--- config.mk ---
export PLATFORM = sky130hd
export DESIGN_NAME = hjbt_queue
export DESIGN_NICKNAME = d
export VERILOG_FILES = /design/src/rtl/hash_join_bucket_table_assert.svh /design/src/rtl/hjbt_pkg.sv /design/src/rtl/hjbt_queue.sv
export SDC_FILE = /design/constraint.sdc
export NUM_CORES = 1
export LEC_CHECK = 0
export BUFFER_PORTS_ARGS = -buffer_cell sky130_fd_sc_hd__buf_4
export CELL_PAD_IN_SITES_DETAIL_PLACEMENT = 0
export CELL_PAD_IN_SITES_GLOBAL_PLACEMENT = 2
export CORE_UTILIZATION = 40
export CTS_BUF_LIST = sky130_fd_sc_hd__clkbuf_2 sky130_fd_sc_hd__clkbuf_4 sky130_fd_sc_hd__clkbuf_8
export DETAILED_ROUTE_END_ITERATION = 8
export GPL_TIMING_DRIVEN = 0
export PLACE_DENSITY = 0.8
export SYNTH_ARGS = -nofsm -noshare
export SYNTH_HDL_FRONTEND = slang
export SYNTH_SLANG_ARGS = --single-unit
--- constraint.sdc ---
create_clock -name i_clk -period 6.6 [get_ports i_clk]
set_clock_uncertainty 0.05 [all_clocks]
set_input_delay 0.66 -clock i_clk [delete_from_list [all_inputs] [get_ports i_clk]]
set_output_delay 0.66 -clock i_clk [all_outputs]
set_load 0.05 [all_outputs]
--- src/rtl/hash_join_bucket_table_assert.svh ---
// Assertion macros used by the hash join bucket table back end.
`ifndef HASH_JOIN_BUCKET_TABLE_ASSERT_SVH
`define HASH_JOIN_BUCKET_TABLE_ASSERT_SVH

// Same-cycle implication, checked outside reset.
`define HJBT_ASSERT_IMP(label, clk, rst_n, ante, cons) \
    label: assert property (@(posedge clk) disable iff (!rst_n) (ante) |-> (cons)) \
        else $error("hjbt assertion failed");

// Next-cycle implication, checked outside reset.
`define HJBT_ASSERT_NXT(label, clk, rst_n, ante, cons) \
    label: assert property (@(posedge clk) disable iff (!rst_n) (ante) |=> (cons)) \
        else $error("hjbt assertion failed");

`endif

--- src/rtl/hjbt_pkg.sv ---
// Types and constants shared by the hash join bucket table modules.
package hjbt_pkg;

    localparam int BKT_W    = 16;
    localparam int BCNT_W   = 11;
    localparam int LIM_W    = 5;
    localparam int CFG_W    = 11;
    localparam int POS_W    = 4;

    typedef enum logic [1:0] {
        FN_INSERT   = 2'd0,
        FN_DELETE   = 2'd1,
        FN_PROBE    = 2'd2,
        FN_CONTINUE = 2'd3
    } t_func;

    localparam logic [1:0] ST_OK       = 2'd0;
    localparam logic [1:0] ST_NOTFOUND = 2'd1;
    localparam logic [1:0] ST_FULL     = 2'd2;

    localparam logic CFG_BUCKET_COUNT = 1'b0;
    localparam logic CFG_MATCH_LIMIT  = 1'b1;

    typedef struct packed {
        t_func              func;
        logic [31:0]        hash;
        logic [31:0]        tuple;
        logic [POS_W-1:0]   start;
        logic [BKT_W-1:0]   bucket;
    } t_job;

endpackage

--- src/rtl/hjbt_queue.sv ---
// Two-entry queue of classified operations between front and back.
module hjbt_queue (
    input  logic           i_clk,
    input  logic           i_rst_n,
    input  logic           i_push,
    input  hjbt_pkg::t_job i_job,
    output logic           o_full,
    output logic           o_valid,
    output hjbt_pkg::t_job o_job,
    input  logic           i_pop
);
    import hjbt_pkg::*;

    t_job       r_slot [2];
    logic       r_wp;
    logic       r_rp;
    logic [1:0] r_cnt;

    assign o_full  = (r_cnt == 2'd2);
    assign o_valid = (r_cnt != 2'd0);
    assign o_job   = r_slot[r_rp];

    always_ff @(posedge i_clk) begin
        if (i_push) begin
            r_slot[r_wp] <= i_job;
        end
        if (!i_rst_n) begin
            r_wp  <= 1'b0;
            r_rp  <= 1'b0;
            r_cnt <= 2'd0;
        end else begin
            if (i_push) begin
                r_wp <= !r_wp;
            end
            if (i_pop) begin
                r_rp <= !r_rp;
            end
            r_cnt <= r_cnt + 2'(i_push) - 2'(i_pop);
        end
    end
endmodule

; After elaboration in Yosys (flattened, before gate mapping)
; Memory sizes are Yosys's and may differ from the RTL's. A register that Yosys moved wholly into a read port is not among the register bits.
; Cells that the tools add are included.
[op_classes]
add_sub_neg = 2
mul = 0
div = 0
order_cmp = 0
eq_ne = 1
n_shift = 0
mux = 4
bitwise_logic = 0
n_reduce_logical = 3
[op_table]
columns = operator, count
row1 = $mux 1, 4
row2 = $add 2x1->2, 1
row3 = $eq 2x2->1 const B, 1
row4 = $logic_not 1->1, 2
row5 = $reduce_bool 2->1, 1
row6 = $sub 2x1->2, 1
[totals]
reg_bits = 4
latchBits = 0
ram_bits = 172
mem_bits_ro = 0
input_bits = 90
out_inout_bits = 88
wordCells = 14
memories = 1
[mem_list]
columns = name, words, width, rd, rd_clocked_by_memory_dff, write_ports, line_no
row1 = r_slot, 2, 86, 1, 1, 1, hjbt_queue.sv:14  ; t_job r_slot [2];

; Longest topological paths before layout
[logic_depth]
ltp_word = 3
depth_mapped = 6
ltp_nobuf = 6

; Worst setup path before layout
; No wires, ideal clock.
[synth_timing]
kind = input-to-reg
from = input port i_push
to = memory r_slot[0][0] (netlist bit), enable pin
setup_time_ns = 0.542
arrival_ns = 4.445
required_time_ns = 6.008
setup_slack_ns = 1.563
stages = 1
n_path_buf = 0
path_cell_list = nor2b_1
[synth_via]
elab_chain_len = 2
[synth_lines]
columns = item, line_no
row1 = "start, declared", hjbt_queue.sv:5  ; input logic i_push,
row2 = $mux 1, hjbt_queue.sv:24  ; if (i_push) begin
row3 = $mux 1 (not written as such), hjbt_queue.sv:25  ; r_slot[r_wp] <= i_job;
row4 = "end, declared", hjbt_queue.sv:14
; Every way passes these cells.

==> results.yml <==
job:
  cap_violations: 0
setup_path:
  worstPathCellList: "buf_6 > buf_2 > mux2_2 > buf_4"
  cp-end-kind: "primary output"
  arrival_ps: 1750
  r2r_cells: 3
  startpoint_type: "flop"
  crit_family: "buffers and inverters"
  path_buf_inv: 3
  path_class: "reg -> out"
  crit_cells: 4
  r2r_slack_ps: 4960
  required_ps: 5890
  path_max_fanout: 10
  cp_slowest_cell: "mux2_2"
  crit_path_max_incr_delay_ps: 390
clock_network:
  post_cts_buffers: 0
  clk_path_buf_depth: 2
  cts_sinks: 177
  htree_levels: 4
  clkTransAtPathRegs_ps: 90
  cts_buffers: 17
  cts_root_buffer: "clkbuf_8"
  ctsHoldBuffers: 0
  post_cts_resized: 0
  cts_tree: "built"
  clk_latency_ps: 440
routing:
  drc: 0
  wl_per_cell_um: 16.7
  vias: 3297
  via_per_inst: 4.59
  drt_iter0_markers: 133
  drt_first_pass_iters: 4
  ant_nets: 0
  wl_mm: 12.0
global_routing:
  grt_pass1_wl_mm: 17.7
  grt_max_degree: 55
  grt-ovfl-total: 0
  first_global_vias: 3460
  grt_usage_pct: 14.4
  antenna_found_initial: 0
finish:
  final_area_um2: 8720
  multi_input_area_um2: 1250
  layout-drive-gt1-share_pct: 61.6
  area_growth_pct: 31.4
  fill_cells: 1281
  n_antenna_cell: 0
  mostFrequentLayoutCell: "buf_4"
  final_nets: 581
  final_cell_mix: "buf_4, edfxtp_1, mux2_2, mux2_4, clkbuf_8"
  seq_area_um2: 5270
timing:
  hold_viol_final: 0
  setup_ws_ps: 4140
  fmaxAchievable_ghz: 0.406
  rsz0062_at_grt: "false"
  finalSetupViolCount: 0
  maxSlewHeadroom_pct: 66.1
  period_needed_ps: 2460
  holdWs_ps: 339
  worst_slew_pin_slew_ps: 509
  setup-tns-final_ps: 0
  period_share_pct: 37.3
  slew_violations: 0
floorplan:
  start_util_pct: 41.3
  die_area_um2: 17100
  die_y_um: 131
  core_um2: 16100
  num_rows: 46
  ioPinCount: 178
  die_x_um: 131
placed_design:
  portBuffers: 177
  place_ws_ps: 4470
  gp_congestion: 0.691
  dpl_cell_area_um2: 8340
  dpl.hpwl_mm: 8.22
power_and_ir_drop:
  p_comb_share_pct: 20.6
  p_clk_share_pct: 27.8
  power.density_nw_per_um2: 292
  p_int_uw: 1840
  p_leak_uw: 0.00334
  swShare_pct: 27.7
  vdd_drop_max_uv: 138
  switching_power_uw: 704
  seq_power_share_pct: 51.6
logic_synthesis:
  syn-num-nets: 381
  synth-seq-cells: 177
  seq_area_frac_synth_pct: 79.3
  synth_cell_type_count: 16
  synth.cell_area_um2: 6640
  netlist_instances: 289
  synth_area_per_cell_um2: 23.0
  ys_warn_count: 0
status:
  outcome: "completed"
worst_hold_path:
  hold_depth: 1
  hold_class: "in -> reg"
## final timing paths
kind                                 from            end
worst max-delay path                 flop      o_job[11]
worst min-delay path            i_job[51]  r_slot[0][51]
worst max register to register       r_wp  r_slot[0][73]
worst min register to register       r_rp           flop
## stage by stage
stage,utilization [%],instances,power (uW)
after floorplan,-,289,1700
after global routing,54.3,718,2650
after CTS,54.3,718,2580
after global placement,51.3,682,1860
final,54.3,718,2540
after detailed placement,51.9,686,1870
## sequential cells by signal, summed over array words and instances (netlist names), named ones only
name    cells
r_wp        1
r_cnt       2
r_slot    172
r_rp        1
## cell families (layout without fill, tap and decap cells)
kind of cell	after synthesis	after routing	share of synthesized area [%]
XOR/XNOR	2	2	0.471
AO/OA/AOI/OAI	1	1	0.113
adder cells (fa/ha/maj)	2	2	0.377
flip-flops	177	177	79.3
multiplexers	86	86	16.9
AND/OR/NAND/NOR	9	9	0.848
buffers and inverters	12	225	2.02
## cells in the mapped netlist
master / number / share of area (%)
buf_2: 4 / 0.30
mux2_2: 46 / 7.8
or2_2: 1 / 0.094
nor2b_1: 4 / 0.38
xnor3_1: 1 / 0.34
buf_6: 1 / 0.17
dfxtp_1: 5 / 1.5
mux2_4: 40 / 9.0
edfxtp_1: 172 / 78
o21a_1: 1 / 0.11
buf_12: 4 / 1.2
buf_8: 1 / 0.23
xor2_1: 1 / 0.13
ha_1: 2 / 0.38
and2_1: 4 / 0.38
inv_1: 2 / 0.11
## cell type report
class	instances	area share [%]
clock buffer	18	2.77
clock inverter	14	1.62
timing repair buffer	181	16.3
inverter	2	0.0860
tap	216	3.10
buffer	10	1.45
multi-input combinational	100	14.3
sequential	177	60.3
## power groups by stage
| stage | clock network [uW] | logic [uW] | registers [uW] |
|---|---|---|---|
| after floorplan | 0 | 361 | 1340 |
| after global placement | 0 | 516 | 1340 |
| after detailed placement | 0 | 531 | 1340 |
| after CTS | 734 | 532 | 1310 |
| after global routing | 774 | 553 | 1320 |
| final | 708 | 525 | 1310 |
## metal layers
layer / GRT usage [%] / up-vias / routed length (um) / share of wire, %
li1: - / 1534 / - / -
met1: 16.9 / 1619 / 4900 / 41
met2: 23.0 / 133 / 5830 / 49
met3: 7.29 / 11 / 1170 / 9.7
met4: 5.07 / 0 / 115 / 0.96
met5: 0 / - / 0 / 0
No activity file was read; power rests on OpenSTA's default activity.
