<file path="src/rtl/hash_join_bucket_table_assert.svh">
// Assertion macros used by the hash join bucket table back end.
`ifndef HASH_JOIN_BUCKET_TABLE_ASSERT_SVH
`define HASH_JOIN_BUCKET_TABLE_ASSERT_SVH

// Same-cycle implication, checked outside reset.
`define HJBT_ASSERT_IMP(label, clk, rst_n, ante, cons) \
    label: assert property (@(posedge clk) disable iff (!rst_n) (ante) |-> (cons)) \
        else $error("hjbt assertion failed");

// Next-cycle implication, checked outside reset.
`define HJBT_ASSERT_NXT(label, clk, rst_n, ante, cons) \
    label: assert property (@(posedge clk) disable iff (!rst_n) (ante) |=> (cons)) \
        else $error("hjbt assertion failed");

`endif

</file>
<file path="src/rtl/hjbt_pkg.sv">
// Types and constants shared by the hash join bucket table modules.
package hjbt_pkg;

    localparam int BKT_W    = 16;
    localparam int BCNT_W   = 11;
    localparam int LIM_W    = 5;
    localparam int CFG_W    = 11;
    localparam int POS_W    = 4;

    typedef enum logic [1:0] {
        FN_INSERT   = 2'd0,
        FN_DELETE   = 2'd1,
        FN_PROBE    = 2'd2,
        FN_CONTINUE = 2'd3
    } t_func;

    localparam logic [1:0] ST_OK       = 2'd0;
    localparam logic [1:0] ST_NOTFOUND = 2'd1;
    localparam logic [1:0] ST_FULL     = 2'd2;

    localparam logic CFG_BUCKET_COUNT = 1'b0;
    localparam logic CFG_MATCH_LIMIT  = 1'b1;

    typedef struct packed {
        t_func              func;
        logic [31:0]        hash;
        logic [31:0]        tuple;
        logic [POS_W-1:0]   start;
        logic [BKT_W-1:0]   bucket;
    } t_job;

endpackage

</file>
<file path="src/rtl/hjbt_front.sv">
// Front end: accepts operations and reduces the hash to a bucket index.
module hjbt_front #(
    parameter int NUM_BUCKETS = 1024
) (
    input  logic                       i_clk,
    input  logic                       i_rst_n,
    input  logic                       i_clearing,
    input  logic [hjbt_pkg::BCNT_W-1:0] i_bucket_count,
    input  logic                       i_in_valid,
    output logic                       o_in_ready,
    input  logic [1:0]                 i_func,
    input  logic [31:0]                i_key_hash,
    input  logic [31:0]                i_tuple_ref,
    input  logic [hjbt_pkg::POS_W-1:0] i_start_pos,
    output logic                       o_push,
    output hjbt_pkg::t_job             o_job,
    input  logic                       i_full
);
    import hjbt_pkg::*;

    typedef enum logic [1:0] {F_IDLE, F_DIV, F_PUSH} t_fstate;

    t_fstate             r_state;
    t_job                r_job;
    logic [31:0]         r_dvd;
    logic [BCNT_W-1:0]   r_div;
    logic [BCNT_W-1:0]   r_rem;
    logic [4:0]          r_step;
    logic [BCNT_W:0]     part;
    logic [BCNT_W-1:0]   eff_n;

    always_comb begin
        if (i_bucket_count == '0) begin
            eff_n = BCNT_W'(1);
        end else if (32'(i_bucket_count) > NUM_BUCKETS) begin
            eff_n = BCNT_W'(NUM_BUCKETS);
        end else begin
            eff_n = i_bucket_count;
        end
    end

    assign part       = {r_rem, r_dvd[31]};
    assign o_in_ready = (r_state == F_IDLE) && !i_clearing;
    assign o_push     = (r_state == F_PUSH) && !i_full;

    always_comb begin
        o_job        = r_job;
        o_job.bucket = BKT_W'(r_rem);
    end

    // Restoring division, one quotient bit per cycle; only the remainder is kept.
    always_ff @(posedge i_clk) begin
        if (!i_rst_n) begin
            r_state <= F_IDLE;
        end else begin
            case (r_state)
                F_IDLE: begin
                    if (i_in_valid && o_in_ready) begin
                        r_job.func  <= t_func'(i_func);
                        r_job.hash  <= i_key_hash;
                        r_job.tuple <= i_tuple_ref;
                        r_job.start <= i_start_pos;
                        r_job.bucket <= '0;
                        r_dvd       <= i_key_hash;
                        r_div       <= eff_n;
                        r_rem       <= '0;
                        r_step      <= '0;
                        r_state     <= F_DIV;
                    end
                end
                F_DIV: begin
                    if (part >= {1'b0, r_div}) begin
                        r_rem <= BCNT_W'(part - {1'b0, r_div});
                    end else begin
                        r_rem <= part[BCNT_W-1:0];
                    end
                    r_dvd  <= {r_dvd[30:0], 1'b0};
                    r_step <= r_step + 5'd1;
                    if (r_step == 5'd31) begin
                        r_state <= F_PUSH;
                    end
                end
                F_PUSH: begin
                    if (!i_full) begin
                        r_state <= F_IDLE;
                    end
                end
                default: r_state <= F_IDLE;
            endcase
        end
    end
endmodule

</file>
<file path="config.mk">
export PLATFORM = sky130hd
export DESIGN_NAME = hjbt_front
export DESIGN_NICKNAME = d
export VERILOG_FILES = /design/src/rtl/hash_join_bucket_table_assert.svh /design/src/rtl/hjbt_pkg.sv /design/src/rtl/hjbt_front.sv
export SDC_FILE = /design/constraint.sdc
export NUM_CORES = 1
export LEC_CHECK = 0
export ABC_AREA = 1
export BUFFER_PORTS_ARGS = -buffer_cell sky130_fd_sc_hd__buf_2
export CORE_AREA = 2 2 121 123
export CTS_CLUSTER_DIAMETER = 150
export DETAILED_ROUTE_END_ITERATION = 16
export DIE_AREA = 0 0 123 125
export PLACE_DENSITY = 0.68
export SLEW_MARGIN = 20
export SYNTH_ARGS = -nofsm -noshare
export SYNTH_HDL_FRONTEND = slang
export SYNTH_SLANG_ARGS = --single-unit
export TNS_END_PERCENT = 30
</file>
<file path="constraint.sdc">
create_clock -name i_clk -period 5.7 [get_ports i_clk]
set_input_delay 0.57 -clock i_clk [delete_from_list [all_inputs] [get_ports i_clk]]
set_output_delay 0.57 -clock i_clk [all_outputs]
set_load 0.01 [all_outputs]
</file>
* Word level (Yosys, flattened, before mapping)
Index checks and enable logic that the tools add are counted.
Word-level totals: register bits 131, input bits 86, output and inout port bits 88, word-level logic and storage cells 44
Cells by class: add/subtract/negate cells 2, magnitude comparators 2, equality and inequality tests 6, multiplexer cells 12, reductions and logical operators 12
Operators by type and width (count):
- 32-bit case mux with 2 select lines | 1
- 11-bit two-way mux | 3
- 32-bit two-way mux | 1
- 11-bit case mux with 2 select lines | 1
- 12-bit by 11-bit >= comparator with 1-bit output | 1
- 11-bit > comparator (second input constant) | 1
- 11-bit zero test | 1
- 11-bit subtractor | 1
- 5-bit case mux with 2 select lines | 1
- 3-bit AND reduction | 3
- 2-bit two-way mux | 3
- 2-bit case mux with 3 select lines | 1
- 5-bit by 1-bit adder with 5-bit output (second input constant) | 1
- 5-bit == test (second input constant) | 1
- 5-bit two-way mux | 1
- 2-bit != test (second input constant) | 2
- 1-bit logical AND | 3
- 2-bit by 1-bit == test with 1-bit output (second input constant) | 1
- 2-bit == test (second input constant) | 1
- 1-bit zero test | 2
- 2-bit zero test | 1
- 2-bit by 1-bit != test with 1-bit output (second input constant) | 1
- 2-bit nonzero test | 1
- 2-bit OR reduction | 1

* Logic depth before layout (Yosys ltp)
depth in word-level cells 5, depth in mapped cells 14, depth with buffers taken out 13

* Least setup slack after synthesis
OpenSTA, ideal clock, no wires.
path type input -> register, start input i_clearing, end register r_dvd[0] (enable), setup time 0.520 ns, data arrival time 4.480 ns, data required time 5.180 ns, path slack 0.700 ns, stages 3, path buffers 0, path through nor3_1 -> nand2_1 -> o21ai_0
On the way: word-level cells in the longest chain between the ends 5
RTL lines:
- start, declared | line hjbt_front.sv:7 | input logic i_clearing,
- 1-bit zero test | line hjbt_front.sv:43 | assign o_in_ready = (r_state == F_IDLE) && !i_clearing;
- 1-bit logical AND | line hjbt_front.sv:43
- 1-bit logical AND | line hjbt_front.sv:58 | if (i_in_valid && o_in_ready) begin
- 2-bit by 1-bit != test with 1-bit output (no source line)
- 3-bit AND reduction (no source line)
- end signal, assigned | line hjbt_front.sv:64 | r_dvd <= i_key_hash;
- end signal, assigned | line hjbt_front.sv:77 | r_dvd <= {r_dvd[30:0], 1'b0};
- end, declared | line hjbt_front.sv:25 | logic [31:0] r_dvd;
Every way passes these cells. A chain may end at the register's enable or synchronous reset.

* Final worst setup path
start register r_state[1], end register r_job (netlist bit o_job[20]) (enable)
On the way: word-level cells in the longest chain between the ends 4
RTL lines:
- start, declared | line hjbt_front.sv:23 | t_fstate r_state;
- start signal, assigned | line hjbt_front.sv:54 | r_state <= F_IDLE;
- start signal, assigned | line hjbt_front.sv:68 | r_state <= F_DIV;
- start signal, assigned | line hjbt_front.sv:80 | r_state <= F_PUSH;
- 2-bit zero test (*) | line hjbt_front.sv:43, hjbt_front.sv:56
- 1-bit logical AND | line hjbt_front.sv:43
- 1-bit logical AND | line hjbt_front.sv:58
- 3-bit AND reduction (no source line) (*)
- end, declared | line hjbt_front.sv:24 | t_job r_job;
Every way passes the cells marked *; elsewhere a longest branch is shown, timed or not.

==> run metrics <==
CTS root buf clkbuf_16; sequential fraction of the synthesis area between 70% and 80%; max-slew violations 0; core area 14200 um2; total congestion overflow 0; I/O Buffers 168; Tightest Pin Transition 0.808 ns; # DRC 0; drt total wl 11500 um; Die ar. 15400 um2; ANT nets after route 0; first-pass GRT wire length 18600 um; Clock Path Buffers 2; Max rail drop VDD around 0.00021 V; FF-to-FF Start r_state[1]; Clock Skew 0.00587 ns; Pwr Density about 340 nW/um2; DP Worst Slack 2.84 ns; uppermost routed layer met5; final setup margin 3.12 ns; FP Rows 44; Hold Path Class in -> reg; CP Launch Point r_state[1]; initial antenna violation count 4; I/O pin count 174; post-DP HPWL 7990 um; DR pass1 iterations 4; synth top area cells edfxtp_1 (70%), nand2_1 (11%), inv_1 (3.9%); yosys warns 0; layout cell share with drive strength beyond 1 31.7%; LEAKAGE 3.24 nW; status completed; Final Hold Fails 0; Hold Buf Count CTS 0; Worst-Skew Late Latency ~0.4 ns; CTS Sinks 131; crit-path max FO 55; Yosys reg bits 131; CTS clk-pin slew, worst paths 0.06 ns; area leader, netlist edfxtp_1; met2 wire len around 5700 um; Period minus WS final 2.58 ns; Layout Nets 763; Tot Pwr 0.00247 W; RSZ-0062 raised after global routing false; wire length per cell between 10 and 15 um; CP Data Required Time 5.74 ns; Synth Flop Type edfxtp_1; first-iteration detailed-routing DRC count 181; Total Routing Usage GR between 15 and 20%; clock buffer count from CTS 17; Post-Syn Area 5530 um2; Max-Cap Viols 0; largest net degree at the start of global routing between 50 and 60; Die Y 125 um; CP endpoint kind flip-flop; Vias around 3900; hold slack final 0.329 ns; period utilization 45.2%; fmax 0.388 GHz; Fin Setup TNS 0 ns; Async SR Flop Fraction 0%; WP data arrival ~2.6 ns; Die Span X approximately 120 um; number of global-route vias before repair 3902; Synth Instances 485; Syn-to-layout area delta 29.9%; Initial Utilization 39.0%; Setup-failing EPs final 0; CTS tree built; Post-CTS Setup Repair Bufs 0; R2R Setup Slk around 3.1 ns; top-area cell type share of the netlist area 70.0%; Setup CP Type reg -> reg; post-CTS sizing 0; Post-synth EDFFs around 130; most frequent cells in the layout buf_2 (168), nand2_1 (159), edfxtp_1 (129), inv_1 (57), nor2_1 (48); Setup crit start kind flip-flop; Metal-1 WL 4720 um; Avg Cell Area, Syn 11.4 um2; min-delay src i_tuple_ref[3]; met3 wire length 947 um; vias per cell 4.51; H-tree lvl count 4; commonest non-fill, non-tap cell in the layout buf_2; Yosys cell types 29; routability cong. approximately 0.89; fin util 50.6%; headroom to the max-slew limit 46.0%
==> layout make-up <==
cell class,count,area (um2)
clock buffer,18,429
sequential,131,3910
antenna,2,5.00
multi-input combinational,282,1340
tap,184,230
inverter,60,225
fill,1305,7020
clock inverter,13,184
timing repair buffer,171,863
==> path summary, 6_finish.rpt <==
| kind | to | cells after the start |
|---|---|---|
| max reg2reg | o_job[20] | 4 |
| max | o_job[20] | 4 |
| min reg2reg | r_dvd[30] | 2 |
| min | o_job[23] | 1 |
==> stage by stage <==
step	instance area, um2	cells
4_1_cts	7180	859
6_report	7190	861
3_3_place_gp	6570	828
2_1_floorplan	5550	489
5_1_grt	7180	860
3_5_place_dp	6570	828
==> critical path: stages (launching register included) <==
cell and delay [ns]:
dfxtp_1 0.36, nor3_1 0.24, nand2_1 0.21, nor2_4 0.66
buf_4 0.68
==> registers in the layout, indices dropped and copies added (netlist names) <==
register,cells
r_div,11
r_rem,11
r_dvd,32
r_state,2
r_step,5
o_job,70
==> power by group <==
group / switching [W] / total (W) / internal (W)
registers: 0.0000138 / 0.00113 / 0.00111
clock network: 0.000401 / 0.00113 / 0.000728
logic: 0.000137 / 0.000216 / 0.0000786
==> routing by layer <==
layer	vias up	track usage (%)
li1	1953	-
met1	1785	18.9
met2	128	25.8
met3	13	6.71
met4	2	5.08
met5	-	0
==> synthesized netlist by cell type, types with 3 or more instances <==
cell type / count
nand2_1: 159
ha_1: 13
inv_1: 57
buf_2: 4
clkbuf_1: 4
nand3_1: 13
a21oi_1: 6
nor3_1: 3
o21ai_0: 5
nand4_1: 7
nor2_1: 50
buf_4: 7
o21ai_1: 7
edfxtp_1: 129
nand2_2: 3
==> cell families after synthesis <==
kind of cell	share of synthesized area [%]
other cells	0.0678
simple gates	17.8
compound gates	1.79
xor+xnor	0.475
flops	70.7
buf+inv	5.86
fa+ha+maj	3.30
No activity file was read; power rests on OpenSTA's default activity.
